`src/rtl/avs_pkg.sv`:
```
`timescale 1ns / 1ps
// ----------------------------------------------------------------------------
// avs_pkg
// Shared widths, codes and beat structures for the voltage feedback step.
// ----------------------------------------------------------------------------
package avs_pkg;

  localparam int TEMP_W    = 19;
  localparam int VOLT_W    = 21;
  localparam int TARGET_W  = 10;
  localparam int DELAY_W   = 7;
  localparam int FAULT_W   = 3;
  localparam int STATUS_W  = 2;
  localparam int REG_IDX_W = 2;
  localparam int LANE_SIZE = 4;

  localparam logic [VOLT_W-1:0]        STEP_UV          = 21'd10000;
  localparam logic signed [TEMP_W-1:0] MAX_TEMP_MC      = 19'sd95000;
  localparam int                       HOLD_LOW_MARGIN  = 1;
  localparam int                       HOLD_HIGH_MARGIN = 10;
  localparam logic [DELAY_W-1:0]       STEP_DELAY_MS    = 7'd10;
  localparam logic [DELAY_W-1:0]       IDLE_DELAY_MS    = 7'd100;
  localparam logic [DELAY_W-1:0]       STOP_DELAY_MS    = 7'd0;

  localparam logic [VOLT_W-1:0] MIN_VOLT_RESET  = 21'd800000;
  localparam logic [VOLT_W-1:0] SAFE_VOLT_RESET = 21'd1300000;

  localparam logic [STATUS_W-1:0] ST_VALID  = 2'd0;
  localparam logic [STATUS_W-1:0] ST_ABSENT = 2'd1;

  localparam logic [FAULT_W-1:0] FLT_NONE      = 3'd0;
  localparam logic [FAULT_W-1:0] FLT_READ_ERR  = 3'd1;
  localparam logic [FAULT_W-1:0] FLT_OVER_TEMP = 3'd2;
  localparam logic [FAULT_W-1:0] FLT_WINDOW    = 3'd3;
  localparam logic [FAULT_W-1:0] FLT_ZERO_AVG  = 3'd4;

  localparam logic [REG_IDX_W-1:0] REG_PERF_TARGET = 2'd0;
  localparam logic [REG_IDX_W-1:0] REG_MIN_VOLT    = 2'd1;
  localparam logic [REG_IDX_W-1:0] REG_SAFE_VOLT   = 2'd2;
  localparam logic [REG_IDX_W-1:0] REG_LOOP_ARM    = 2'd3;

  typedef struct packed {
    logic [STATUS_W-1:0]      status;
    logic signed [TEMP_W-1:0] temp;
    logic [VOLT_W-1:0]        volt;
  } tick_ctl_t;

  typedef struct packed {
    logic                run;
    logic [FAULT_W-1:0]  fault;
    logic [DELAY_W-1:0]  delay;
    logic                write;
    logic [VOLT_W-1:0]   req;
  } step_res_t;

endpackage

```
`src/rtl/avs_voltage_feedback_step.sv`:
```
`timescale 1ns / 1ps
// ----------------------------------------------------------------------------
// avs_voltage_feedback_step
// Adaptive voltage scaling loop tick: averages monitor records and picks
// the next regulator request.
// Each input beat passes through the lane sum register, then the output
// register. Throughput: one beat per cycle while m_tready does not stall.
// Reset: rst clears pipeline valids and the running flag, and loads the
// configuration registers with their defaults.
// ----------------------------------------------------------------------------
module avs_voltage_feedback_step import avs_pkg::*; #(
  parameter int SAMPLE_COUNT = 8,
  parameter int SAMPLE_BITS  = 10,
  localparam int IN_BITS  = TEMP_W + VOLT_W + SAMPLE_COUNT * SAMPLE_BITS,
  localparam int IN_W     = ((IN_BITS + 7) / 8) * 8,
  localparam int OUT_BITS = VOLT_W + 1 + DELAY_W + FAULT_W + 1 + SAMPLE_BITS,
  localparam int OUT_W    = ((OUT_BITS + 7) / 8) * 8
) (
  input  logic                 clk,
  input  logic                 rst,
  input  logic                 wr_en,
  input  logic [REG_IDX_W-1:0] wr_addr,
  input  logic [VOLT_W-1:0]    wr_data,
  input  logic                 s_tvalid,
  output logic                 s_tready,
  // temperature_mc, measured_voltage_uv, hpm_sample_0 .. hpm_sample_N-1
  input  logic [IN_W-1:0]      s_tdata,
  // temp_status
  input  logic [STATUS_W-1:0]  s_tuser,
  output logic                 m_tvalid,
  input  logic                 m_tready,
  // voltage_request_uv, write_voltage, next_delay_ms, fault_code,
  // loop_running, hpm_average
  output logic [OUT_W-1:0]     m_tdata
);

  localparam int NUM_LANES = (SAMPLE_COUNT + LANE_SIZE - 1) / LANE_SIZE;
  localparam int PAD_W     = NUM_LANES * LANE_SIZE * SAMPLE_BITS;
  localparam int PS_W      = SAMPLE_BITS + $clog2(LANE_SIZE);

  logic [TARGET_W-1:0]    perf_target;
  logic [VOLT_W-1:0]      min_voltage_uv;
  logic [VOLT_W-1:0]      safe_voltage_uv;
  logic                   running;

  logic                   s1_valid;
  tick_ctl_t              s1_ctl;
  logic [PS_W-1:0]        psum [NUM_LANES];
  logic [PAD_W-1:0]       samp_pad;
  logic                   load1;
  logic                   load2;

  step_res_t              res_next;
  logic [SAMPLE_BITS-1:0] avg_next;
  step_res_t              res;
  logic [SAMPLE_BITS-1:0] avg;

  assign load2    = s1_valid && (!m_tvalid || m_tready);
  assign s_tready = !s1_valid || load2;
  assign load1    = s_tvalid && s_tready;
  assign samp_pad = PAD_W'(s_tdata[IN_BITS-1:TEMP_W+VOLT_W]);

  for (genvar g = 0; g < NUM_LANES; g++) begin : g_lane
    avs_lane #(
      .SAMPLE_BITS(SAMPLE_BITS)
    ) u_lane (
      .clk    (clk),
      .en     (load1),
      .samples(samp_pad[g*LANE_SIZE*SAMPLE_BITS +: LANE_SIZE*SAMPLE_BITS]),
      .psum   (psum[g])
    );
  end

  always_ff @(posedge clk) begin
    if (load1) begin
      s1_ctl.status <= s_tuser;
      s1_ctl.temp   <= s_tdata[TEMP_W-1:0];
      s1_ctl.volt   <= s_tdata[TEMP_W+VOLT_W-1:TEMP_W];
    end
  end

  avs_merge #(
    .SAMPLE_COUNT(SAMPLE_COUNT),
    .SAMPLE_BITS (SAMPLE_BITS),
    .NUM_LANES   (NUM_LANES)
  ) u_merge (
    .psum           (psum),
    .ctl            (s1_ctl),
    .running        (running),
    .perf_target    (perf_target),
    .min_voltage_uv (min_voltage_uv),
    .safe_voltage_uv(safe_voltage_uv),
    .res            (res_next),
    .hpm_average    (avg_next)
  );

  always_ff @(posedge clk) begin
    if (load2) begin
      res <= res_next;
      avg <= avg_next;
    end
  end

  always_ff @(posedge clk) begin
    if (rst) begin
      s1_valid <= 1'b0;
      m_tvalid <= 1'b0;
    end else begin
      if (load1) begin
        s1_valid <= 1'b1;
      end else if (load2) begin
        s1_valid <= 1'b0;
      end
      if (load2) begin
        m_tvalid <= 1'b1;
      end else if (m_tready) begin
        m_tvalid <= 1'b0;
      end
    end
  end

  always_ff @(posedge clk) begin
    if (rst) begin
      perf_target     <= '0;
      min_voltage_uv  <= MIN_VOLT_RESET;
      safe_voltage_uv <= SAFE_VOLT_RESET;
      running         <= 1'b0;
    end else begin
      if (wr_en) begin
        case (wr_addr)
          REG_PERF_TARGET: perf_target     <= wr_data[TARGET_W-1:0];
          REG_MIN_VOLT:    min_voltage_uv  <= wr_data;
          REG_SAFE_VOLT:   safe_voltage_uv <= wr_data;
          REG_LOOP_ARM:    running         <= wr_data[0];
          default: ;
        endcase
      end
      if (load2 && !(wr_en && wr_addr == REG_LOOP_ARM)) begin
        running <= res_next.run;
      end
    end
  end

  assign m_tdata = OUT_W'({avg, res.run, res.fault, res.delay, res.write, res.req});

endmodule

```
`src/rtl/avs_lane.sv`:
```
`timescale 1ns / 1ps
// ----------------------------------------------------------------------------
// avs_lane
// One summing lane: adds a group of monitor records and registers the sum.
// ----------------------------------------------------------------------------
module avs_lane import avs_pkg::*; #(
  parameter int SAMPLE_BITS = 10,
  localparam int PS_W = SAMPLE_BITS + $clog2(LANE_SIZE)
) (
  input  logic                             clk,
  input  logic                             en,
  input  logic [LANE_SIZE*SAMPLE_BITS-1:0] samples,
  output logic [PS_W-1:0]                  psum
);

  logic [PS_W-1:0] acc;

  always_comb begin
    acc = '0;
    for (int i = 0; i < LANE_SIZE; i++) begin
      acc = acc + PS_W'(samples[i*SAMPLE_BITS +: SAMPLE_BITS]);
    end
  end

  always_ff @(posedge clk) begin
    if (en) begin
      psum <= acc;
    end
  end

endmodule

```
`src/rtl/avs_merge.sv`:
```
`timescale 1ns / 1ps
// ----------------------------------------------------------------------------
// avs_merge
// Combines lane sums into the average and decides the voltage step.
// ----------------------------------------------------------------------------
module avs_merge import avs_pkg::*; #(
  parameter int SAMPLE_COUNT = 8,
  parameter int SAMPLE_BITS  = 10,
  parameter int NUM_LANES    = 2,
  localparam int PS_W = SAMPLE_BITS + $clog2(LANE_SIZE)
) (
  input  logic [PS_W-1:0]        psum [NUM_LANES],
  input  tick_ctl_t              ctl,
  input  logic                   running,
  input  logic [TARGET_W-1:0]    perf_target,
  input  logic [VOLT_W-1:0]      min_voltage_uv,
  input  logic [VOLT_W-1:0]      safe_voltage_uv,
  output step_res_t              res,
  output logic [SAMPLE_BITS-1:0] hpm_average
);

  localparam int SUM_W  = SAMPLE_BITS + $clog2(SAMPLE_COUNT);
  localparam int CMP_W  = ((SAMPLE_BITS > TARGET_W) ? SAMPLE_BITS : TARGET_W) + 1;
  // divide by SAMPLE_COUNT: rounded-up reciprocal, exact over the whole sum range
  localparam int SH_W   = SUM_W + $clog2(SAMPLE_COUNT);
  localparam int RECIP  = ((1 << SH_W) + SAMPLE_COUNT - 1) / SAMPLE_COUNT;
  localparam int PROD_W = 2 * SUM_W + 1;

  logic [SUM_W-1:0]       sum;
  logic [PROD_W-1:0]      prod;
  logic [SAMPLE_BITS-1:0] avg;
  logic [CMP_W-1:0]       lo_lim;
  logic [CMP_W-1:0]       hi_lim;
  logic [VOLT_W:0]        up;
  logic [VOLT_W-1:0]      up_cl;
  logic [VOLT_W-1:0]      dn;
  logic [VOLT_W-1:0]      dn_cl;
  logic [VOLT_W-1:0]      next;
  logic [DELAY_W-1:0]     dly;

  always_comb begin
    sum = '0;
    for (int i = 0; i < NUM_LANES; i++) begin
      sum = sum + SUM_W'(psum[i]);
    end
    prod   = PROD_W'(sum) * PROD_W'(RECIP);
    avg    = prod[SH_W +: SAMPLE_BITS];
    lo_lim = CMP_W'(perf_target) + CMP_W'(HOLD_LOW_MARGIN);
    hi_lim = CMP_W'(perf_target) + CMP_W'(HOLD_HIGH_MARGIN);

    up    = {1'b0, ctl.volt} + {1'b0, STEP_UV};
    up_cl = (up > {1'b0, safe_voltage_uv}) ? safe_voltage_uv : up[VOLT_W-1:0];
    dn    = (ctl.volt >= STEP_UV) ? (ctl.volt - STEP_UV) : '0;
    dn_cl = (dn < min_voltage_uv) ? min_voltage_uv : dn;

    if (CMP_W'(avg) <= lo_lim) begin
      next = up_cl;
      dly  = STEP_DELAY_MS;
    end else if (CMP_W'(avg) >= hi_lim) begin
      next = dn_cl;
      dly  = STEP_DELAY_MS;
    end else begin
      next = ctl.volt;
      dly  = IDLE_DELAY_MS;
    end

    res.req     = ctl.volt;
    res.write   = 1'b0;
    res.delay   = STOP_DELAY_MS;
    res.fault   = FLT_NONE;
    res.run     = 1'b0;
    hpm_average = '0;

    if (!running) begin
      res.run = 1'b0;
    end else if (ctl.status == ST_ABSENT) begin
      res.delay = IDLE_DELAY_MS;
      res.run   = 1'b1;
    end else if (ctl.status != ST_VALID) begin
      res.req   = safe_voltage_uv;
      res.write = 1'b1;
      res.fault = FLT_READ_ERR;
    end else if (ctl.temp >= MAX_TEMP_MC) begin
      res.req   = safe_voltage_uv;
      res.write = 1'b1;
      res.fault = FLT_OVER_TEMP;
    end else if (ctl.volt < min_voltage_uv || ctl.volt > safe_voltage_uv) begin
      res.req   = safe_voltage_uv;
      res.write = 1'b1;
      res.fault = FLT_WINDOW;
    end else if (avg == '0) begin
      res.req   = safe_voltage_uv;
      res.write = 1'b1;
      res.fault = FLT_ZERO_AVG;
    end else begin
      res.req     = next;
      res.write   = (next != ctl.volt);
      res.delay   = dly;
      res.run     = 1'b1;
      hpm_average = avg;
    end
  end

endmodule

```
`config.mk`:
```
export PLATFORM = sky130hd
export DESIGN_NAME = avs_voltage_feedback_step
export DESIGN_NICKNAME = d
export VERILOG_FILES = /design/src/rtl/avs_pkg.sv /design/src/rtl/avs_voltage_feedback_step.sv /design/src/rtl/avs_lane.sv /design/src/rtl/avs_merge.sv
export SDC_FILE = /design/constraint.sdc
export NUM_CORES = 1
export LEC_CHECK = 0
export ABC_CLOCK_PERIOD_IN_PS = 8100
export BUFFER_PORTS_ARGS = -buffer_cell sky130_fd_sc_hd__buf_2
export CAP_MARGIN = 40
export CORE_ASPECT_RATIO = 1.1
export CORE_MARGIN = 4
export CORE_UTILIZATION = 30
export DETAILED_ROUTE_END_ITERATION = 16
export GPL_ROUTABILITY_DRIVEN = 0
export PLACE_DENSITY_LB_ADDON = 0.08
export SYNTH_ARGS = -nofsm -noshare
export SYNTH_HDL_FRONTEND = slang
export SYNTH_HIERARCHICAL = 1
export SYNTH_SLANG_ARGS = --single-unit
export TNS_END_PERCENT = 30
```
`constraint.sdc`:
```
create_clock -name clk -period 8.1 [get_ports clk]
set_input_delay 0.405 -clock clk [delete_from_list [all_inputs] [get_ports clk]]
set_output_delay 0.405 -clock clk [all_outputs]
set_load 0.005 [all_outputs]
```
==> results by group, run 1 <==
Route
  – Final ANT Viol Nets: 0
  – DRT Pass-1 Iters: 5
  – WL per Instance: 19.8 um
  – # DRC: 0
  – Total wire length: 44.4 mm
  – DRT iter0 DRCs: 846
  – Via count: 11400
  – Vias per std cell: 5.08

Yosys
  – Cells after Synth: 1483
  – Synth Area per Inst: 8.86 um^2
  – Syn Std Cell Area: 0.0131 mm^2
  – Syn. warnings: 6

STA
  – Final setup vio count: 0
  – Setup TNS: 0 ns
  – Final WS setup: 1.69 ns
  – Achievable frequency: 156 MHz
  – Slew headroom: 37.0%
  – Hold WS: 0.127 ns
  – RSZ-0062 raised after global routing: no
  – Final Skew: 0.0109 ns
  – Max-slew violation count: 0
  – Final Cycle Share: 79.1%
  – Fin crit period: 6.41 ns
  – Worst-margin pin slew: 0.943 ns
  – Hold Vio Cnt, Final: 0

Worst setup path
  – Setup crit start kind: flop
  – Crit-path max cell delay: 0.63 ns
  – CP required: 8.24 ns
  – Kind of critical path: reg -> reg
  – Crit path buf inv count: 2
  – Top Family by Delay on Critical Path: simple AND/OR/NAND/NOR gates
  – Ordered cell list for the critical path: buf_4 > or4_4 > or4_4 > nor3b_2 > buf_4 > nor2b_1 > ha_1 > a21oi_1 > a21boi_0 > o31a_1 > o41a_1 > nor2_2 > o21ai_0 > a32o_1 > or4b_1 > nor4b_2 > a41oi_1
  – Crit-path max FO: 17
  – Critical Path AT: 6.55 ns
  – Slowest-stage cell, CP: nor2_2
  – Crit end category: flop

Placement
  – Place WS: 1.75 ns
  – Placed cells: 2214
  – Port bufs: 191
  – Post-DP HPWL: 35.7 mm

Layout
  – Post-Layout Cell Count: 2247
  – Layout cells sized above 1: 16.8%
  – Final net count: 1985
  – Synth-to-Final Area Change: 16.9%
  – Fill count: 4560

Status
  – Status: completed

Clock network
  – CTS Hold Bufs: 0
  – CTS buffer count: 17
  – CTS Buffer Depth: 2
  – PostCTS Resize Cnt: 0
  – Root Driver: clkbuf_16
  – Reg clk slew, reported paths: 0.07 ns
  – Clk Latency, worst-skew pair: 0.45 ns
  – CTS sink cnt: 161
  – Post-CTS Setup Inserts: 0
  – # H-tree levels: 4
  – TritonCTS clock tree: built

Global routing
  – Largest net degree at the start of global routing: 64
  – Grt total ovfl: 0
  – Initial antenna violation count: 7
  – First-pass GRT wire length: 67.7 mm
  – Vias in the first global route: 11400
  – GR Util All Layers: 18.6%

Die
  – Chip height: 227 um
  – Die ar.: 0.0472 mm^2
  – Initial Util: 30.3%
  – Std-Cell Rows: 80
  – Ports: 200
  – Core region area: 0.0433 mm^2
  – DIE WIDTH: 208 um

Power and ir drop
  – Power per cell area: 284 mW/mm^2
  – VDD IR-drop max: 172 uV
  – LEAKAGE: 6.73 nW
  – Power consumption: 4.36 mW

Min path
  – HP Class: in -> reg

Job
  – Max-Cap Viols: 0
per-layer routing:
layer	track usage, %	vias to the layer above	share of wire [%]
met1	23.6	5355	44
met5	0	-	0.16
met3	4.37	68	5.8
met2	31.7	361	48
met4	5.78	12	2.5
li1	-	5610	-
final timing paths:
| check | slack, ns | startpoint | cells past startpoint | end |
|---|---|---|---|---|
| hold reg to reg | 0.46 | min_voltage_uv[16]$_SDFFE_PP0P_ | 2 | min_voltage_uv[16]$_SDFFE_PP0P_ |
| setup reg to reg | 1.69 | s1_ctl[16]$_DFFE_PP_ | 17 | m_tdata[21]$_DFFE_PP_ |
| hold / removal | 0.13 | s_tdata[32] | 1 | s1_ctl[13]$_DFFE_PP_ |
| setup / recovery | 1.69 | s1_ctl[16]$_DFFE_PP_ | 17 | m_tdata[21]$_DFFE_PP_ |
sequential cells by signal (all words and copies together) (netlist names):
| signal | count |
|---|---|
| avg | 10 |
| g_lane.u_lane/psum | 24 |
| m_tdata | 33 |
| m_tvalid | 1 |
| min_voltage_uv | 21 |
| perf_target | 10 |
| running | 1 |
| s1_ctl | 39 |
| s1_valid | 1 |
| safe_voltage_uv | 21 |
where the power goes:
part	leakage, nW	switching [mW]	total [mW]	internal, mW
sequential	1.46	0.0464	1.03	0.986
combinational	4.99	1.55	2.52	0.969
clock	0.275	0.346	0.807	0.461
total	6.73	1.95	4.36	2.42
final cells by class:
type                    count  area (um^2)  share of cell area, %
clock inverters            13          136                  0.888
repair buffers            225         1230                   8.03
well taps                 574          718                   4.68
diodes                      1         2.50                 0.0163
flip-flops and latches    161         4280                   27.9
multi-input cells        1075         7860                   51.2
inverters                 179          672                   4.38
clock buffers              19          443                   2.89
placed cells by master (no fill, tap or decap), types with 11 or more instances in the layout:
cell / count
xnor2_1: 48
nand3_1: 45
clkbuf_16: 17
a21o_1: 28
buf_4: 30
a31oi_1: 14
ha_1: 136
o211ai_1: 11
edfxtp_1: 106
nand3b_1: 18
nand4_1: 24
fa_1: 40
o21ai_0: 72
o21a_1: 13
mux2i_1: 14
a211oi_1: 11
dfxtp_1: 55
xor2_1: 14
a21oi_1: 106
nor2_1: 100
buf_2: 192
nand2_1: 152
nor3_1: 25
inv_1: 179
and3_1: 16
nor2b_1: 11
through the flow:
| stage | util, % | instance area, um^2 |
|---|---|---|
| finish | 35.4 | 15300 |
| global route | 35.4 | 15300 |
| CTS | 35.4 | 15300 |
| detailed placement | 34.1 | 14800 |
| global placement | 33.9 | 14700 |
| floorplan | - | 13200 |
Note: power is estimated with default switching activity, not from simulation.
==> run 2: changes to the inputs <==
--- a/config.mk
+++ b/config.mk
@@ -5,7 +5,7 @@
 export SDC_FILE = /design/constraint.sdc
 export NUM_CORES = 1
 export LEC_CHECK = 0
-export ABC_CLOCK_PERIOD_IN_PS = 8100
+export ABC_CLOCK_PERIOD_IN_PS = 5500
 export BUFFER_PORTS_ARGS = -buffer_cell sky130_fd_sc_hd__buf_2
 export CAP_MARGIN = 40
 export CORE_ASPECT_RATIO = 1.1
==> constraint.sdc (replaced) <==
create_clock -name clk -period 5.5 [get_ports clk]
set_input_delay 0.275 -clock clk [delete_from_list [all_inputs] [get_ports clk]]
set_output_delay 0.275 -clock clk [all_outputs]
set_load 0.005 [all_outputs]
==> run 2 against run 1 <==
Effect of this change:
- worst hold slack worse by 0.097 ns
- total power increased by 74%
- utilization up 3.3 points
==> results by group, run 2 (synthesized netlist as in run 1, its figures left out) <==
Status
  – Status: completed (unchanged)

Worst setup path
  – FF-to-FF setup slack: 0.04 ns (was 1.69 ns)
  – Critical R2R Capture: m_tdata[21]$_DFFE_PP_ (unchanged)
  – Crit end category: flop (unchanged)
  – CP required: 5.68 ns (was 8.24 ns)
  – Kind of critical path: reg -> reg (unchanged)
  – FF-to-FF Start: g_lane[0].u_lane/psum[1]$_DFFE_PP_ (was s1_ctl[16]$_DFFE_PP_)
  – Crit-path max cell delay: 0.51 ns (was 0.63 ns)
  – Ordered cell list for the critical path: ha_1 > a31o_2 > a21o_1 > a2111oi_2 > buf_4 > o21bai_2 > a21oi_2 > nor2b_2 > o21a_1 > nor2_1 > nor2b_1 > or2_4 > ha_4 > nand4_1 > o32a_1 > o21ai_2 > a21oi_2 > buf_4 > nand2_4 > a2111oi_1 > a2111o_1 > or4b_4 > nor4b_4 > a41oi_2 (was buf_4 > or4_4 > or4_4 > nor3b_2 > buf_4 > nor2b_1 > ha_1 > a21oi_1 > a21boi_0 > o31a_1 > o41a_1 > nor2_2 > o21ai_0 > a32o_1 > or4b_1 > nor4b_2 > a41oi_1)
  – R2R depth: 24 (was 17)
  – Critical Path AT: 5.64 ns (was 6.55 ns)
  – Crit-path max FO: 3 (was 17)
  – Slowest-stage cell, CP: or4b_4 (was nor2_2)
  – Setup crit start kind: flop (unchanged)

Clock network
  – # H-tree levels: 4 (unchanged)
  – CTS buffer count: 17 (unchanged)
  – Clk Latency, worst-skew pair: 0.47 ns (was 0.45 ns)
  – CTS Buffer Depth: 2 (unchanged)
  – Root Driver: clkbuf_16 (unchanged)
  – Reg clk slew, reported paths: 0.07 ns (about the same)
  – TritonCTS clock tree: built (unchanged)
  – CTS sink cnt: 161 (unchanged)

Placement
  – Placed cell area: 0.0156 mm^2 (was 0.0148 mm^2)
  – Post-DP HPWL: 38.3 mm (was 35.7 mm)
  – Placed cells: 2323 (was 2214)
  – Port bufs: 191 (unchanged)

Min path
  – HP Class: in -> reg (unchanged)
  – Hold path depth: 3 (was 1)
  – Worst hold path startpoint: s_tvalid (was s_tdata[32])
  – Worst Hold End: s1_valid$_SDFFE_PP0P_ (was s1_ctl[13]$_DFFE_PP_)

Layout
  – Max reg flops: 39 (unchanged)
  – Fill count: 4463 (was 4560)
  – Design area: 0.0168 mm^2 (was 0.0153 mm^2)
  – Top reg by flops: s1_ctl (unchanged)
  – Final net count: 2136 (was 1985)
  – Ant diodes: 0 (was 1)
  – Most frequent cells in the layout: buf_2 (191), inv_1 (179), nand2_1 (151) (was buf_2 (192), inv_1 (179), nand2_1 (152))
  – Synth-to-Final Area Change: 27.7% (was 16.9%)
  – Most common cell after layout, fill and taps aside: buf_2 (unchanged)
  – Post-Layout Cell Count: 2397 (was 2247)
  – Layout cells sized above 1: 22.6% (was 16.8%)
  – Final core occ: 38.7% (was 35.4%)

Die
  – DIE WIDTH: 208 um (unchanged)
  – Initial Util: 30.3% (unchanged)
  – Std-Cell Rows: 80 (unchanged)
  – Chip height: 227 um (unchanged)
  – Ports: 200 (unchanged)
  – Die ar.: 0.0472 mm^2 (unchanged)
  – Core region area: 0.0433 mm^2 (unchanged)

Route
  – Vias per std cell: 5.05 (was 5.08)
  – DRT Pass-1 Iters: 5 (unchanged)
  – Final ANT Viol Nets: 0 (unchanged)
  – Via count: 12100 (was 11400)
  – WL per Instance: 19.8 um (about the same)
  – # DRC: 0 (unchanged)
  – DRT iter0 DRCs: 836 (was 846)
  – Total wire length: 47.4 mm (was 44.4 mm)

Global routing
  – Initial antenna violation count: 6 (was 7)
  – First-pass GRT wire length: 71.1 mm (was 67.7 mm)
  – GR Util All Layers: 19.6% (was 18.6%)
  – Grt total ovfl: 0 (unchanged)
  – Vias in the first global route: 12000 (was 11400)
  – Largest net degree at the start of global routing: 64 (unchanged)

STA
  – Final Skew: 0.0101 ns (was 0.0109 ns)
  – Max-slew violation count: 0 (unchanged)
  – Worst-margin pin slew: 0.863 ns (was 0.943 ns)
  – Hold WS: 0.0298 ns (was 0.127 ns)
  – Final Cycle Share: 99.2% (was 79.1%)
  – Slew headroom: 42.4% (was 37.0%)
  – Hold Vio Cnt, Final: 0 (unchanged)
  – Achievable frequency: 183 MHz (was 156 MHz)
  – Final setup vio count: 0 (unchanged)
  – RSZ-0062 raised after global routing: yes (was no)
  – Fin crit period: 5.46 ns (was 6.41 ns)

Power and ir drop
  – Power per cell area: 452 mW/mm^2 (was 284 mW/mm^2)
  – LEAKAGE: 7.51 nW (was 6.73 nW)
  – VDD IR-drop max: 262 uV (was 172 uV)
  – Power consumption: 7.58 mW (was 4.36 mW)

Job
  – Max-Cap Viols: 0 (unchanged)
[run 2: cell types whose count changed in the layout (fill, tap and decap cells not counted), moves of 2 or more]
| cell | before | now |
|---|---|---|
| dlygate4sd3_1 | 0 | 39 |
| o21ai_2 | 0 | 2 |
| a2111oi_0 | 7 | 4 |
| a2111oi_2 | 0 | 2 |
| buf_6 | 1 | 3 |
| clkinvlp_4 | 4 | 0 |
| clkinv_2 | 4 | 2 |
| clkinv_4 | 2 | 6 |
| o21ai_0 | 72 | 70 |
| buf_8 | 1 | 3 |
| a21oi_2 | 0 | 3 |
| buf_4 | 30 | 139 |
| a21oi_1 | 106 | 103 |
[run 2: worst max path at each step]
stage | slack [ns] | from | to
floorplan | 0.08 | g_lane[1].u_lane/psum[1]$_DFFE_PP_ | m_tdata[21]$_DFFE_PP_
global route | -0.18 | g_lane[0].u_lane/psum[1]$_DFFE_PP_ | m_tdata[21]$_DFFE_PP_
CTS | 0.009 | s1_ctl[5]$_DFFE_PP_ | m_tdata[21]$_DFFE_PP_
finish | 0.04 | g_lane[0].u_lane/psum[1]$_DFFE_PP_ | m_tdata[21]$_DFFE_PP_
detailed placement | -0.16 | g_lane[1].u_lane/psum[1]$_DFFE_PP_ | m_tdata[21]$_DFFE_PP_
global placement | -0.13 | g_lane[1].u_lane/psum[1]$_DFFE_PP_ | m_tdata[21]$_DFFE_PP_
[run 2: worst max-delay path: cells and delay by family (launching register included)]
family	cells	cell delay, ns
compound gates	12	2.36
fa+ha+maj	2	0.57
buf+inv	2	0.35
flops	1	0.38
simple gates	8	1.53
[run 2: where the power goes]
group          internal [mW]  switching (mW)
logic                   2.20            2.60
registers               1.45          0.0704
clock network          0.715           0.539
total                   4.37            3.21
[run 2: through the flow]
step / setup WS [ns] / TNS, ns
after CTS: 0.00890 / 0
final: 0.0444 / 0
after global placement: -0.126 / -0.126
after global routing: -0.183 / -0.199
after detailed placement: -0.158 / -0.158
after floorplan: 0.0830 / 0
[run 2: metal layers]
metal	share of wire [%]	vias up	routed length, um	global-route usage [%]
met5	0.15	-	69	0
met4	2.7	12	1290	6.57
li1	-	5923	-	-
met1	44	5697	20700	24.9
met2	48	401	22700	34.0
met3	5.6	74	2630	3.53
[run 2: cell type report]
| cell class | count | area, um^2 | area share (%) |
|---|---|---|---|
| multi-input cells | 1075 | 7990 | 47.7 |
| well taps | 574 | 718 | 4.28 |
| flip-flops and latches | 161 | 4280 | 25.5 |
| clock inverters | 13 | 151 | 0.903 |
| clock buffers | 19 | 464 | 2.77 |
| repair buffers | 376 | 2490 | 14.8 |
| inverters | 179 | 672 | 4.01 |
[run 2: timing repair]
item / in CTS / in global routing
endpoints found under the setup margin: 1 / 2
pin swaps: 1 / 15
hold buffers: 39 / 0
buffers inserted: 0 / 3
hold endpoints to repair: 39 / 0
gates resized for setup: 6 / 27
==> run 3: changes to the inputs <==
--- a/config.mk
+++ b/config.mk
@@ -14,6 +14,7 @@
 export DETAILED_ROUTE_END_ITERATION = 16
 export GPL_ROUTABILITY_DRIVEN = 0
 export PLACE_DENSITY_LB_ADDON = 0.08
+export SETUP_SLACK_MARGIN = 0.3
 export SYNTH_ARGS = -nofsm -noshare
 export SYNTH_HDL_FRONTEND = slang
 export SYNTH_HIERARCHICAL = 1
==> run 3 against run 2 <==
Effect of this change:
- cell count is 0.50% higher
- die area unchanged
- total power shrank 0.36%
==> results by group, run 3 (synthesized netlist as in run 1, its figures left out) <==
Status
  – Status: completed (unchanged)

Clock network
  – Clk Latency, worst-skew pair: 0.46 ns (was 0.47 ns)
  – Reg clk slew, reported paths: 0.07 ns (about the same)
  – CTS Buffer Depth: 2 (unchanged)
  – CTS buffer count: 17 (unchanged)
  – CTS sink cnt: 161 (unchanged)
  – Root Driver: clkbuf_16 (unchanged)
  – TritonCTS clock tree: built (unchanged)
  – # H-tree levels: 4 (unchanged)

Worst setup path
  – Crit end category: flop (unchanged)
  – Crit path buf inv count: 4 (was 2)
  – Ordered cell list for the critical path: or4_4 > or4_4 > nor3b_4 > buf_6 > buf_6 > nor2_1 > ha_1 > nand4_1 > nor2_2 > o31a_1 > o41a_1 > buf_4 > nor2_4 > o21ai_0 > a22o_1 > nor3_1 > a2111oi_0 > buf_4 > a41oi_1 (was ha_1 > a31o_2 > a21o_1 > a2111oi_2 > buf_4 > o21bai_2 > a21oi_2 > nor2b_2 > o21a_1 > nor2_1 > nor2b_1 > or2_4 > ha_4 > nand4_1 > o32a_1 > o21ai_2 > a21oi_2 > buf_4 > nand2_4 > a2111oi_1 > a2111o_1 > or4b_4 > nor4b_4 > a41oi_2)
  – Setup crit start kind: flop (unchanged)
  – CP required: 5.68 ns (about the same)
  – Crit-path max cell delay: 0.56 ns (was 0.51 ns)
  – Top Family by Delay on Critical Path: simple AND/OR/NAND/NOR gates (was compound AO/OA/AOI/OAI gates)
  – Crit-path max FO: 7 (was 3)
  – Slowest-stage cell, CP: or4_4 (was or4b_4)
  – FF-to-FF setup slack: 0.21 ns (was 0.04 ns)
  – Kind of critical path: reg -> reg (unchanged)
  – Critical Path AT: 5.47 ns (was 5.64 ns)

Global routing
  – First-pass GRT wire length: 72.9 mm (was 71.1 mm)
  – Grt total ovfl: 0 (unchanged)
  – Largest net degree at the start of global routing: 46 (was 64)
  – Initial antenna violation count: 10 (was 6)
  – Vias in the first global route: 12400 (was 12000)
  – GR Util All Layers: 20.1% (was 19.6%)

Die
  – Std-Cell Rows: 80 (unchanged)
  – Die ar.: 0.0472 mm^2 (unchanged)
  – Core region area: 0.0433 mm^2 (unchanged)
  – Initial Util: 30.3% (unchanged)
  – Chip height: 227 um (unchanged)
  – Ports: 200 (unchanged)
  – DIE WIDTH: 208 um (unchanged)

STA
  – RSZ-0062 raised after global routing: yes (unchanged)
  – Slew headroom: 42.8% (was 42.4%)
  – Final setup vio count: 0 (unchanged)
  – Fin crit period: 5.29 ns (was 5.46 ns)
  – Final Skew: 0.0103 ns (was 0.0101 ns)
  – Hold Vio Cnt, Final: 0 (unchanged)
  – Worst-margin pin slew: 0.849 ns (was 0.863 ns)
  – Achievable frequency: 189 MHz (was 183 MHz)
  – Hold WS: 0.0483 ns (was 0.0298 ns)
  – Max-slew violation count: 0 (unchanged)
  – Final Cycle Share: 96.1% (was 99.2%)

Route
  – Via count: 12300 (was 12100)
  – Final ANT Viol Nets: 0 (unchanged)
  – WL per Instance: 20.1 um (was 19.8 um)
  – Highest Signal Layer: met5 (unchanged)
  – Total wire length: 48.5 mm (was 47.4 mm)
  – # DRC: 0 (unchanged)
  – WL met3: 2.84 mm (was 2.63 mm)
  – DRT iter0 DRCs: 748 (was 836)
  – DRT Pass-1 Iters: 5 (unchanged)
  – Vias per std cell: 5.09 (was 5.05)
  – DR WL met2: 24.0 mm (was 22.7 mm)
  – DRT met1 WL: 19.7 mm (was 20.7 mm)

Layout
  – Area taken by multi-input logic gates: 0.00806 mm^2 (was 0.00799 mm^2)
  – Max reg flops: 39 (unchanged)
  – Post-Layout Cell Count: 2409 (was 2397)
  – Reg area: 0.00428 mm^2 (unchanged)
  – Fill count: 4455 (was 4463)
  – Most common cell after layout, fill and taps aside: buf_2 (unchanged)
  – Final net count: 2145 (was 2136)
  – Most frequent cells in the layout: buf_2 (191), inv_1 (179), nand2_1 (151) (unchanged)
  – Layout cells sized above 1: 23.3% (was 22.6%)
  – Top reg by flops: s1_ctl (unchanged)
  – Final core occ: 39.1% (was 38.7%)
  – Synth-to-Final Area Change: 28.9% (was 27.7%)

Placement
  – Post-DP HPWL: 39.6 mm (was 38.3 mm)
  – Port bufs: 191 (unchanged)
  – Placed cells: 2323 (unchanged)

Power and ir drop
  – Power per cell area: 446 mW/mm^2 (was 452 mW/mm^2)
  – Power consumption: 7.55 mW (was 7.58 mW)
  – VDD IR-drop max: 256 uV (was 262 uV)
  – LEAKAGE: 7.57 nW (was 7.51 nW)

Min path
  – HP Class: in -> reg (unchanged)

Job
  – Max-Cap Viols: 0 (unchanged)
==> run 3: per-stage QoR <==
stage	setup TNS (ns)	worst slack, ns	cell area [um^2]
6_report	0	0.214	16900
5_1_grt	0	0.0349	16900
4_1_cts	0	0.233	16900
3_5_place_dp	-0.158	-0.158	15700
3_3_place_gp	-0.128	-0.128	15500
2_1_floorplan	0	0.315	13200
==> run 3: power by group <==
group	switching, mW	internal, mW
clock network	0.540	0.672
logic	2.60	2.22
registers	0.0642	1.45
==> run 3: worst paths after layout <==
path	start	end	cells after the start
setup / recovery	s1_ctl[17]$_DFFE_PP_	m_tdata[21]$_DFFE_PP_	19
hold / removal	wr_data[10]	min_voltage_uv[10]$_SDFFE_PP1P_	3
setup reg to reg	s1_ctl[17]$_DFFE_PP_	m_tdata[21]$_DFFE_PP_	19
hold reg to reg	min_voltage_uv[5]$_SDFFE_PP0P_	min_voltage_uv[5]$_SDFFE_PP0P_	2
==> run 3: timing repair <==
action,CTS,global route
hold endpoints to repair,39,0
gates resized for setup,37,8
hold buffers,39,0
pin swaps,23,6
buffers inserted,12,0
endpoints found under the setup margin,19,12
==> run 3: layout make-up <==
| type | instances | share of cell area (%) |
|---|---|---|
| flip-flops and latches | 161 | 25.3 |
| multi-input cells | 1075 | 47.6 |
| clock buffers | 17 | 2.51 |
| clock inverters | 15 | 0.924 |
| repair buffers | 385 | 15.4 |
| inverters | 179 | 3.97 |
| diodes | 3 | 0.0443 |
| well taps | 574 | 4.24 |
==> run 3: worst register-to-register path, cell delays in order (launching register included) <==
cell       delay, ns
edfxtp_1        0.39
or4_4           0.56
or4_4           0.48
nor3b_4         0.22
buf_6           0.16
buf_6           0.13
nor2_1          0.08
ha_1            0.32
nand4_1         0.22
nor2_2          0.19
o31a_1          0.28
o41a_1          0.27
buf_4           0.16
nor2_4          0.05
o21ai_0         0.49
a22o_1          0.27
nor3_1          0.07
a2111oi_0       0.41
buf_4           0.19
a41oi_1         0.08
==> run 3: routing by layer <==
layer | vias up | track usage [%]
met4 | 14 | 9.02
met2 | 399 | 35.5
met3 | 101 | 3.89
met5 | - | 0
met1 | 5803 | 24.0
li1 | 5944 | -
